==> config.mk <==
export PLATFORM = sky130hd
export DESIGN_NAME = binary_insertion_sorter_unit
export DESIGN_NICKNAME = d
export VERILOG_FILES = /design/src/rtl/core/bis_pkg.sv /design/src/rtl/core/bis_front.sv /design/src/rtl/core/bis_back.sv /design/src/rtl/core/binary_insertion_sorter_unit.sv
export SDC_FILE = /design/constraint.sdc
export NUM_CORES = 2
export LEC_CHECK = 0
export BUFFER_PORTS_ARGS = -buffer_cell sky130_fd_sc_hd__buf_4
export CAP_MARGIN = 10
export CORE_MARGIN = 5
export CORE_UTILIZATION = 35
export CTS_CLUSTER_DIAMETER = 100
export DETAILED_ROUTE_END_ITERATION = 8
export GPL_TIMING_DRIVEN = 0
export PLACE_DENSITY = 0.55
export SYNTH_ARGS = -nofsm -noshare
export SYNTH_HDL_FRONTEND = slang
export SYNTH_SLANG_ARGS = --single-unit
==> constraint.sdc <==
create_clock -name clk -period 4.8 [get_ports clk]
set_input_delay 0.72 -clock clk [delete_from_list [all_inputs] [get_ports clk]]
set_output_delay 0.72 -clock clk [all_outputs]
set_load 0.02 [all_outputs]
==> src/rtl/core/bis_pkg.sv <==
// ----------------------------------------------------------------------------
// bis_pkg
// Shared types and defaults for the binary insertion sorter.
// ----------------------------------------------------------------------------
`default_nettype none

package bis_pkg;

  localparam int DEPTH_DEF      = 64;
  localparam int DATA_WIDTH_DEF = 32;
  localparam int VALUE_W        = 32;
  localparam int Q_DEPTH        = 2;
  localparam int Q_PW           = $clog2(Q_DEPTH);

  typedef struct packed {
    logic signed [VALUE_W-1:0] value;
    logic                      last;
  } item_t;

  typedef enum logic [7:0] {
    S_IDLE     = 8'b0000_0001,
    S_SRCH_RD  = 8'b0000_0010,
    S_SRCH_CMP = 8'b0000_0100,
    S_SHIFT_RD = 8'b0000_1000,
    S_SHIFT_WR = 8'b0001_0000,
    S_PUT      = 8'b0010_0000,
    S_EMIT     = 8'b0100_0000,
    S_SPARE    = 8'b1000_0000
  } state_t;

endpackage

`default_nettype wire

==> src/rtl/core/bis_front.sv <==
// ----------------------------------------------------------------------------
// bis_front
// Accepts beats and holds them in a short queue for the sort engine.
// ----------------------------------------------------------------------------
`default_nettype none

module bis_front (
  input  wire logic                               clk,
  input  wire logic                               rst_n,
  input  wire logic                               start,
  output logic                                    busy,
  input  wire logic signed [bis_pkg::VALUE_W-1:0] in_value,
  input  wire logic                               in_is_last,
  output logic                                    q_valid,
  output bis_pkg::item_t                          q_item,
  input  wire logic                               q_pop
);

  bis_pkg::item_t              entry_r [bis_pkg::Q_DEPTH];
  logic [bis_pkg::Q_PW-1:0]    wr_ptr_r, wr_ptr_nxt;
  logic [bis_pkg::Q_PW-1:0]    rd_ptr_r, rd_ptr_nxt;
  logic [bis_pkg::Q_PW:0]      fill_r, fill_nxt;
  logic                        push;
  logic                        pop;

  assign busy    = (fill_r == (bis_pkg::Q_PW+1)'(bis_pkg::Q_DEPTH));
  assign q_valid = (fill_r != '0);
  assign q_item  = entry_r[rd_ptr_r];
  assign push    = start && !busy;
  assign pop     = q_pop && q_valid;

  always_comb begin
    wr_ptr_nxt = wr_ptr_r;
    rd_ptr_nxt = rd_ptr_r;
    fill_nxt   = fill_r;
    if (push) begin
      wr_ptr_nxt = (wr_ptr_r == bis_pkg::Q_PW'(bis_pkg::Q_DEPTH-1)) ? '0 : wr_ptr_r + 1'b1;
    end
    if (pop) begin
      rd_ptr_nxt = (rd_ptr_r == bis_pkg::Q_PW'(bis_pkg::Q_DEPTH-1)) ? '0 : rd_ptr_r + 1'b1;
    end
    if (push && !pop) begin
      fill_nxt = fill_r + 1'b1;
    end else if (pop && !push) begin
      fill_nxt = fill_r - 1'b1;
    end
  end

  always_ff @(posedge clk) begin
    if (!rst_n) begin
      wr_ptr_r <= '0;
      rd_ptr_r <= '0;
      fill_r   <= '0;
    end else begin
      wr_ptr_r <= wr_ptr_nxt;
      rd_ptr_r <= rd_ptr_nxt;
      fill_r   <= fill_nxt;
    end
  end

  always_ff @(posedge clk) begin
    if (push) begin
      entry_r[wr_ptr_r] <= '{value: in_value, last: in_is_last};
    end
  end

endmodule

`default_nettype wire

==> src/rtl/core/bis_back.sv <==
// ----------------------------------------------------------------------------
// bis_back
// Sort engine: binary search, shift-up and insert into the store, then
// streams the store out in ascending order on a last beat.
// ----------------------------------------------------------------------------
`default_nettype none

module bis_back #(
  parameter int DEPTH      = bis_pkg::DEPTH_DEF,
  parameter int DATA_WIDTH = bis_pkg::DATA_WIDTH_DEF
) (
  input  wire logic                               clk,
  input  wire logic                               rst_n,
  input  wire logic                               q_valid,
  input  wire bis_pkg::item_t                     q_item,
  output logic                                    q_pop,
  output logic                                    out_valid,
  output logic signed [bis_pkg::VALUE_W-1:0]      out_sorted_value,
  output logic                                    out_last_of_run,
  output logic                                    out_overflow
);

  localparam int CW = $clog2(DEPTH + 1);
  localparam int IW = $clog2(DEPTH);

  logic signed [DATA_WIDTH-1:0] mem [DEPTH];
  logic signed [DATA_WIDTH-1:0] rd_data_r;

  bis_pkg::state_t state_r, state_nxt;
  logic signed [DATA_WIDTH-1:0] key_r, key_nxt;
  logic          last_r, last_nxt;
  logic [CW-1:0] lo_r, lo_nxt;
  logic [CW-1:0] hi_r, hi_nxt;
  logic [CW-1:0] mid_r, mid_nxt;
  logic [CW-1:0] j_r, j_nxt;
  logic [CW-1:0] cnt_r, cnt_nxt;
  logic [CW-1:0] k_r, k_nxt;
  logic          ovf_r, ovf_nxt;
  logic          ov_valid_r, ov_valid_nxt;
  logic          ov_last_r, ov_last_nxt;
  logic          ov_ovf_r, ov_ovf_nxt;

  logic                  we, re;
  logic [IW-1:0]         wa, ra;
  logic signed [DATA_WIDTH-1:0] wd;
  logic [CW:0]           mid_sum;
  logic signed [63:0]    in_ext;
  logic signed [63:0]    out_ext;

  assign in_ext           = 64'($signed(q_item.value));
  assign out_ext          = 64'($signed(rd_data_r));
  assign mid_sum          = {1'b0, lo_r} + {1'b0, hi_r};
  assign out_valid        = ov_valid_r;
  assign out_last_of_run  = ov_last_r;
  assign out_overflow     = ov_ovf_r;
  assign out_sorted_value = out_ext[bis_pkg::VALUE_W-1:0];

  always_comb begin
    state_nxt    = state_r;
    key_nxt      = key_r;
    last_nxt     = last_r;
    lo_nxt       = lo_r;
    hi_nxt       = hi_r;
    mid_nxt      = mid_r;
    j_nxt        = j_r;
    cnt_nxt      = cnt_r;
    k_nxt        = k_r;
    ovf_nxt      = ovf_r;
    ov_valid_nxt = 1'b0;
    ov_last_nxt  = 1'b0;
    ov_ovf_nxt   = ov_ovf_r;
    q_pop        = 1'b0;
    we           = 1'b0;
    wa           = '0;
    wd           = key_r;
    re           = 1'b0;
    ra           = '0;
    case (state_r)
      bis_pkg::S_IDLE: begin
        if (q_valid) begin
          q_pop    = 1'b1;
          key_nxt  = in_ext[DATA_WIDTH-1:0];
          last_nxt = q_item.last;
          if (cnt_r < CW'(DEPTH)) begin
            lo_nxt    = '0;
            hi_nxt    = cnt_r;
            state_nxt = bis_pkg::S_SRCH_RD;
          end else begin
            ovf_nxt = 1'b1;
            k_nxt   = '0;
            if (q_item.last) begin
              state_nxt = bis_pkg::S_EMIT;
            end
          end
        end
      end
      bis_pkg::S_SRCH_RD: begin
        if (lo_r < hi_r) begin
          mid_nxt   = mid_sum[CW:1];
          re        = 1'b1;
          ra        = mid_sum[IW:1];
          state_nxt = bis_pkg::S_SRCH_CMP;
        end else begin
          j_nxt     = cnt_r;
          state_nxt = bis_pkg::S_SHIFT_RD;
        end
      end
      bis_pkg::S_SRCH_CMP: begin
        if (rd_data_r < key_r) begin
          lo_nxt = mid_r + 1'b1;
        end else begin
          hi_nxt = mid_r;
        end
        state_nxt = bis_pkg::S_SRCH_RD;
      end
      bis_pkg::S_SHIFT_RD: begin
        if (j_r > lo_r) begin
          re        = 1'b1;
          ra        = IW'(j_r - 1'b1);
          state_nxt = bis_pkg::S_SHIFT_WR;
        end else begin
          state_nxt = bis_pkg::S_PUT;
        end
      end
      bis_pkg::S_SHIFT_WR: begin
        we        = 1'b1;
        wa        = j_r[IW-1:0];
        wd        = rd_data_r;
        j_nxt     = j_r - 1'b1;
        state_nxt = bis_pkg::S_SHIFT_RD;
      end
      bis_pkg::S_PUT: begin
        we      = 1'b1;
        wa      = lo_r[IW-1:0];
        wd      = key_r;
        cnt_nxt = cnt_r + 1'b1;
        k_nxt   = '0;
        if (last_r) begin
          state_nxt = bis_pkg::S_EMIT;
        end else begin
          state_nxt = bis_pkg::S_IDLE;
        end
      end
      bis_pkg::S_EMIT: begin
        re           = 1'b1;
        ra           = k_r[IW-1:0];
        ov_valid_nxt = 1'b1;
        ov_ovf_nxt   = ovf_r;
        k_nxt        = k_r + 1'b1;
        if (k_r == cnt_r - 1'b1) begin
          ov_last_nxt = 1'b1;
          cnt_nxt     = '0;
          ovf_nxt     = 1'b0;
          state_nxt   = bis_pkg::S_IDLE;
        end
      end
      default: begin
        state_nxt = bis_pkg::S_IDLE;
      end
    endcase
  end

  always_ff @(posedge clk) begin
    if (!rst_n) begin
      state_r    <= bis_pkg::S_IDLE;
      cnt_r      <= '0;
      ovf_r      <= 1'b0;
      ov_valid_r <= 1'b0;
      ov_last_r  <= 1'b0;
    end else begin
      state_r    <= state_nxt;
      cnt_r      <= cnt_nxt;
      ovf_r      <= ovf_nxt;
      ov_valid_r <= ov_valid_nxt;
      ov_last_r  <= ov_last_nxt;
    end
  end

  always_ff @(posedge clk) begin
    key_r    <= key_nxt;
    last_r   <= last_nxt;
    lo_r     <= lo_nxt;
    hi_r     <= hi_nxt;
    mid_r    <= mid_nxt;
    j_r      <= j_nxt;
    k_r      <= k_nxt;
    ov_ovf_r <= ov_ovf_nxt;
  end

  always_ff @(posedge clk) begin
    if (we) begin
      mem[wa] <= wd;
    end
    if (re) begin
      rd_data_r <= mem[ra];
    end
  end

endmodule

`default_nettype wire

==> src/rtl/core/binary_insertion_sorter_unit.sv <==
// From accept to insert: pop, s search steps (read, compare; s at most ceil(log2(n+1))),
//   m shifts (read, write; m = entries shifted up), put.
// A last beat then streams n results on consecutive cycles, each read from the store in EMIT.
// The engine takes no new beat until the last is put or dropped, nor while a run streams out;
//   busy rises when the 2-entry queue fills. The receiver cannot stall results.
// Synchronous active-low reset empties the queue, clears the store count and overflow mark.
// ----------------------------------------------------------------------------
// binary_insertion_sorter_unit
// Sorts a set of signed values into ascending order and streams them out.
// ----------------------------------------------------------------------------
`default_nettype none

module binary_insertion_sorter_unit #(
  parameter int DEPTH      = bis_pkg::DEPTH_DEF,
  parameter int DATA_WIDTH = bis_pkg::DATA_WIDTH_DEF
) (
  input  wire logic                               clk,
  input  wire logic                               rst_n,
  input  wire logic                               start,
  output logic                                    busy,
  input  wire logic signed [bis_pkg::VALUE_W-1:0] in_value,
  input  wire logic                               in_is_last,
  output logic                                    out_valid,
  output logic signed [bis_pkg::VALUE_W-1:0]      out_sorted_value,
  output logic                                    out_last_of_run,
  output logic                                    out_overflow
);

  logic           q_valid;
  logic           q_pop;
  bis_pkg::item_t q_item;

  bis_front u_front (
    .clk        (clk),
    .rst_n      (rst_n),
    .start      (start),
    .busy       (busy),
    .in_value   (in_value),
    .in_is_last (in_is_last),
    .q_valid    (q_valid),
    .q_item     (q_item),
    .q_pop      (q_pop)
  );

  bis_back #(
    .DEPTH      (DEPTH),
    .DATA_WIDTH (DATA_WIDTH)
  ) u_back (
    .clk              (clk),
    .rst_n            (rst_n),
    .q_valid          (q_valid),
    .q_item           (q_item),
    .q_pop            (q_pop),
    .out_valid        (out_valid),
    .out_sorted_value (out_sorted_value),
    .out_last_of_run  (out_last_of_run),
    .out_overflow     (out_overflow)
  );

endmodule

`default_nettype wire

==> summary.log <==
[logic_synthesis] count of synthesis-stage warnings from yosys 0
[power_and_ir_drop] proportion of power drawn by combinational gates 0.198
[power_and_ir_drop] net switching component of the power 0.0156 W
[sta] final setup margin -161 ps
[drt] Vias per Instance 6.31
[clocking] Worst-Skew Late Latency 930 ps
[sta] minimum clock period 4960 ps
[sta] measured slew at the worst slew-check pin 1390 ps
[cells_and_area] highest-count cells in the layout ignoring fill and taps 2,215 x sky130_fd_sc_hd__edfxtp_1, 1,107 x sky130_fd_sc_hd__nand2_1, 412 x sky130_fd_sc_hd__nand3_1
[power_and_ir_drop] leakage power total 36.6 nW
[logic_synthesis] register area share after synthesis 0.751
[power_and_ir_drop] Power Internal 0.0357 W
[power_and_ir_drop] proportion of total power due to net switching 0.304
[power_and_ir_drop] VDD IR-drop max 382 µV
[grt] met3 demand-to-capacity share in global routing 0.128
[grt] largest net degree at the start of global routing 65
[sta] clk_skew 44.0 ps
[logic_synthesis] number of synthesized flops with an enable pin 2,215
[status] violated checks negative setup slack
[drt] WL/cell 40.1 µm
[power_and_ir_drop] power density cells 472 nW/µm²
[setup_path] worst endpoint data arrival time 5590 ps
[setup_path] critical path startpoint u_back.lo_r[4]
[floorplanning] DIE AREA 265,000 µm²
[clocking] CTS tree built
[placed_design] post-detailed-placement cell area 98,900 µm²
[grt] met1 Usage GRT 0.378
[grt] met2 track utilization from global routing 0.417
[cells_and_area] post-layout net count 6,662
[logic_synthesis] Yosys top cell by area sky130_fd_sc_hd__edfxtp_1
[clocking] clock sink count 2,237
[setup_path] startpoint kind of the worst setup timing path flip-flop
[cells_and_area] finished layout cell area 109,000 µm²
[sta] final setup fails 20
[drt] Detailed Route WL 407 mm
[sta] maximum clock frequency 202 MHz
[sta] setup repair after global routing missed its margin true
[setup_path] Crit Path Category reg -> reg
[floorplanning] horizontal die dimension 515 µm
[sta] relative slew slack 0.0701
[cells_and_area] share of post-route cells with drive strength above 1 0.182
[setup_path] Critical Path Sink u_back.out_sorted_value[8]
[setup_path] worst r2r src u_back.lo_r[4]
[grt] Overflow after GRT 0
[power_and_ir_drop] Reg power frac 0.473
[setup_path] type of element capturing the critical path flip-flop
[logic_synthesis] post-synthesis instance total 6,024
[drt] Post-DRT Antenna Nets 0
[sta] Max Slew Vio Count 0
[setup_path] R2R depth 13
[drt] Pre-Repair DR Iteration Count 9
[logic_synthesis] syn avg cell area 14.8 µm²
[grt] number of global-route vias before repair 57,700
[logic_synthesis] fraction of registers with async set/reset 0
[logic_synthesis] Syn Std Cell Area 89,100 µm²
[cells_and_area] number of fill cells 22,700
[clocking] cell at the root of the clock tree sky130_fd_sc_hd__clkbuf_16
[drt] remaining routing DRC violations 0
[clocking] Max clock buf depth 3
[floorplanning] Die H 515 µm
[cells_and_area] signed area change from the synthesized netlist to the final layout 21.8%
[logic_synthesis] number of flip-flops and latches in the synthesized netlist 2,237
[drt] number of vias after detailed routing 64,000
[power_and_ir_drop] relative contribution of the clock network to total power 0.328
[setup_path] end of the worst register-to-register path u_back.out_sorted_value[8]
[logic_synthesis] number of library cell types mapped by synthesis 82
[status] outcome finished with violations
[power_and_ir_drop] Power, Total 0.0512 W
[sta] number of failing hold endpoints at the final stage 0
[floorplanning] area of the core 254,000 µm²
[sta] final critical-path share of the clock period 1.03
[placed_design] I/O Buffers 71
[clocking] number of buffers inserted during clock tree synthesis 224
[worst_hold_path] Hold Crit Class in -> reg
[cells_and_area] most common cell after layout, fill and taps aside sky130_fd_sc_hd__edfxtp_1
[placed_design] HPWL after DPL 281 mm
[floorplanning] Row Count 185
[floorplanning] number of placed I/O pins 72
[logic_synthesis] largest cells by area after synthesis sky130_fd_sc_hd__edfxtp_1 75%, sky130_fd_sc_hd__nand2_1 4.7%, sky130_fd_sc_hd__mux2i_1 4.2%
[grt] GRT Resource Usage Total 0.298
[job] number of maximum-capacitance constraint violations 0
[logic_synthesis] syn_nets 6,117
[drt] drt first-iter violations 12,500
[grt] first-pass GRT wire length 530 mm
[setup_path] largest fanout of any net on the critical path 7
[clocking] register clock-pin slew on the reported worst setup and hold paths 70 ps
[grt] number of antenna violations at the first check in global routing 36
[logic_synthesis] portion of synthesized cell area occupied by the leading cell type 0.746
[floorplanning] Initial Utilization 0.351
[setup_path] data required time at the worst endpoint 5430 ps
[setup_path] setup slack of the worst register-to-register path -160 ps
[clocking] level count of the clock H-tree 4
[placed_design] Final GP Congestion 0.952
[grt] Top Usage Layer GRT met2
[logic_synthesis] Main synth FF type sky130_fd_sc_hd__edfxtp_1
-- how the worst min path moves through the flow --
stage | start | end | slack, ps | cells past startpoint
floorplan | u_back.ovf_r | u_back.out_overflow | 410 | 0
global placement | u_back.ovf_r | u_back.out_overflow | 420 | 0
detailed placement | u_back.ovf_r | u_back.out_overflow | 420 | 0
CTS | in_value[14] | u_front.entry_r[1][15] | 3 | 1
global route | in_value[14] | u_front.entry_r[1][15] | 3 | 1
finish | in_value[17] | u_front.entry_r[0][18] | 20 | 1
-- state kept, by name, indices dropped and copies added, names as in the netlist, 2 cells and up, named ones only --
register                 flops
u_back.cnt_r                 7
u_back.hi_r                  7
u_back.j_r                   7
u_back.k_r                   7
u_back.key_r                32
u_back.lo_r                  7
u_back.mem                2048
u_back.mid_r                 7
u_back.out_sorted_value     32
u_back.state_r               7
u_front.entry_r             66
u_front.fill_r               2
-- worst max-delay path, cell delays in order (launching register included) --
cell and delay [ps]:
sky130_fd_sc_hd__edfxtp_1 500, sky130_fd_sc_hd__inv_2 100, sky130_fd_sc_hd__ha_1 320, sky130_fd_sc_hd__nand4_1 250, sky130_fd_sc_hd__or2_4 350, sky130_fd_sc_hd__o211ai_4 90, sky130_fd_sc_hd__buf_12 150, sky130_fd_sc_hd__buf_4 120
sky130_fd_sc_hd__a2bb2oi_4 360, sky130_fd_sc_hd__nand3_1 220, sky130_fd_sc_hd__nor2_1 1090, sky130_fd_sc_hd__nand3_1 200, sky130_fd_sc_hd__a41o_2 420, sky130_fd_sc_hd__nand4_1 460
-- repair_timing --
item,in CTS,in global routing
gates resized for setup,546,230
hold buffers,25,0
setup endpoints to repair,32,32
pin swaps,23,31
endpoints found under the hold margin,50,0
buffers inserted,13,14
-- layout make-up --
type / count / area (µm²) / area share
Antenna cell: 27 / 67.6 / 0.000623
Buffer: 367 / 2990 / 0.0276
Clock buffer: 275 / 5800 / 0.0534
Clock inverter: 139 / 1010 / 0.00928
Inverter: 62 / 235 / 0.00217
Multi-Input combinational cell: 3353 / 22100 / 0.203
Sequential cell: 2237 / 67000 / 0.617
Tap cell: 3366 / 4210 / 0.0388
Timing Repair Buffer: 324 / 5190 / 0.0478
-- metal layers --
metal,vias up,share of wire
met5,-,0.00074
met4,20,0.083
met3,1396,0.16
met2,6100,0.41
met1,32200,0.35
li1,24400,-
-- synth_stat cells, types with 62 or more instances --
master and number:
sky130_fd_sc_hd__clkbuf_1 135, sky130_fd_sc_hd__buf_2 174, sky130_fd_sc_hd__nand3_1 419, sky130_fd_sc_hd__nand4_1 96
sky130_fd_sc_hd__inv_1 62, sky130_fd_sc_hd__a22oi_1 94, sky130_fd_sc_hd__a31oi_1 114, sky130_fd_sc_hd__o21ai_0 87
sky130_fd_sc_hd__nor2_1 163, sky130_fd_sc_hd__a32oi_1 110, sky130_fd_sc_hd__mux2i_1 376, sky130_fd_sc_hd__nand2_1 1110
sky130_fd_sc_hd__a21oi_1 188, sky130_fd_sc_hd__edfxtp_1 2215
-- power groups by stage --
stage                     Clock [W]  Sequential, W  Combinational (W)
final                        0.0168         0.0243             0.0102
after global routing         0.0176         0.0243             0.0102
after CTS                    0.0167         0.0242            0.00934
after detailed placement          0         0.0247            0.00899
after global placement            0         0.0257            0.00776
after floorplan                   0         0.0250            0.00378
-- per-stage QoR --
stage	hold slack [ps]	utilization	setup TNS [ps]	worst slack (ps)	instances
4_1_cts	2.63	0.424	-68.6	-34.8	10100
6_report	23.9	0.428	-1250	-161	10200
5_1_grt	2.63	0.428	-72.0	-25.1	10100
3_3_place_gp	421	0.370	-	-6030	9461
3_5_place_dp	418	0.390	-54580	-2580	9660
2_1_floorplan	409	-	0	93.8	6024
-- logic make-up (layout without fill, tap and decap cells) --
logic type	Yosys count	in the layout	synth area share
other	0	27	0
flip-flops	2237	2237	0.751
AND/OR/NAND/NOR	1966	1966	0.0976
AO/OA/AOI/OAI	873	873	0.0688
multiplexers	422	422	0.0488
XOR/XNOR	35	35	0.00344
adder cells (fa/ha/maj)	57	57	0.00809
buffers and inverters	434	1167	0.0219
No activity file was read; power rests on OpenSTA's default activity.
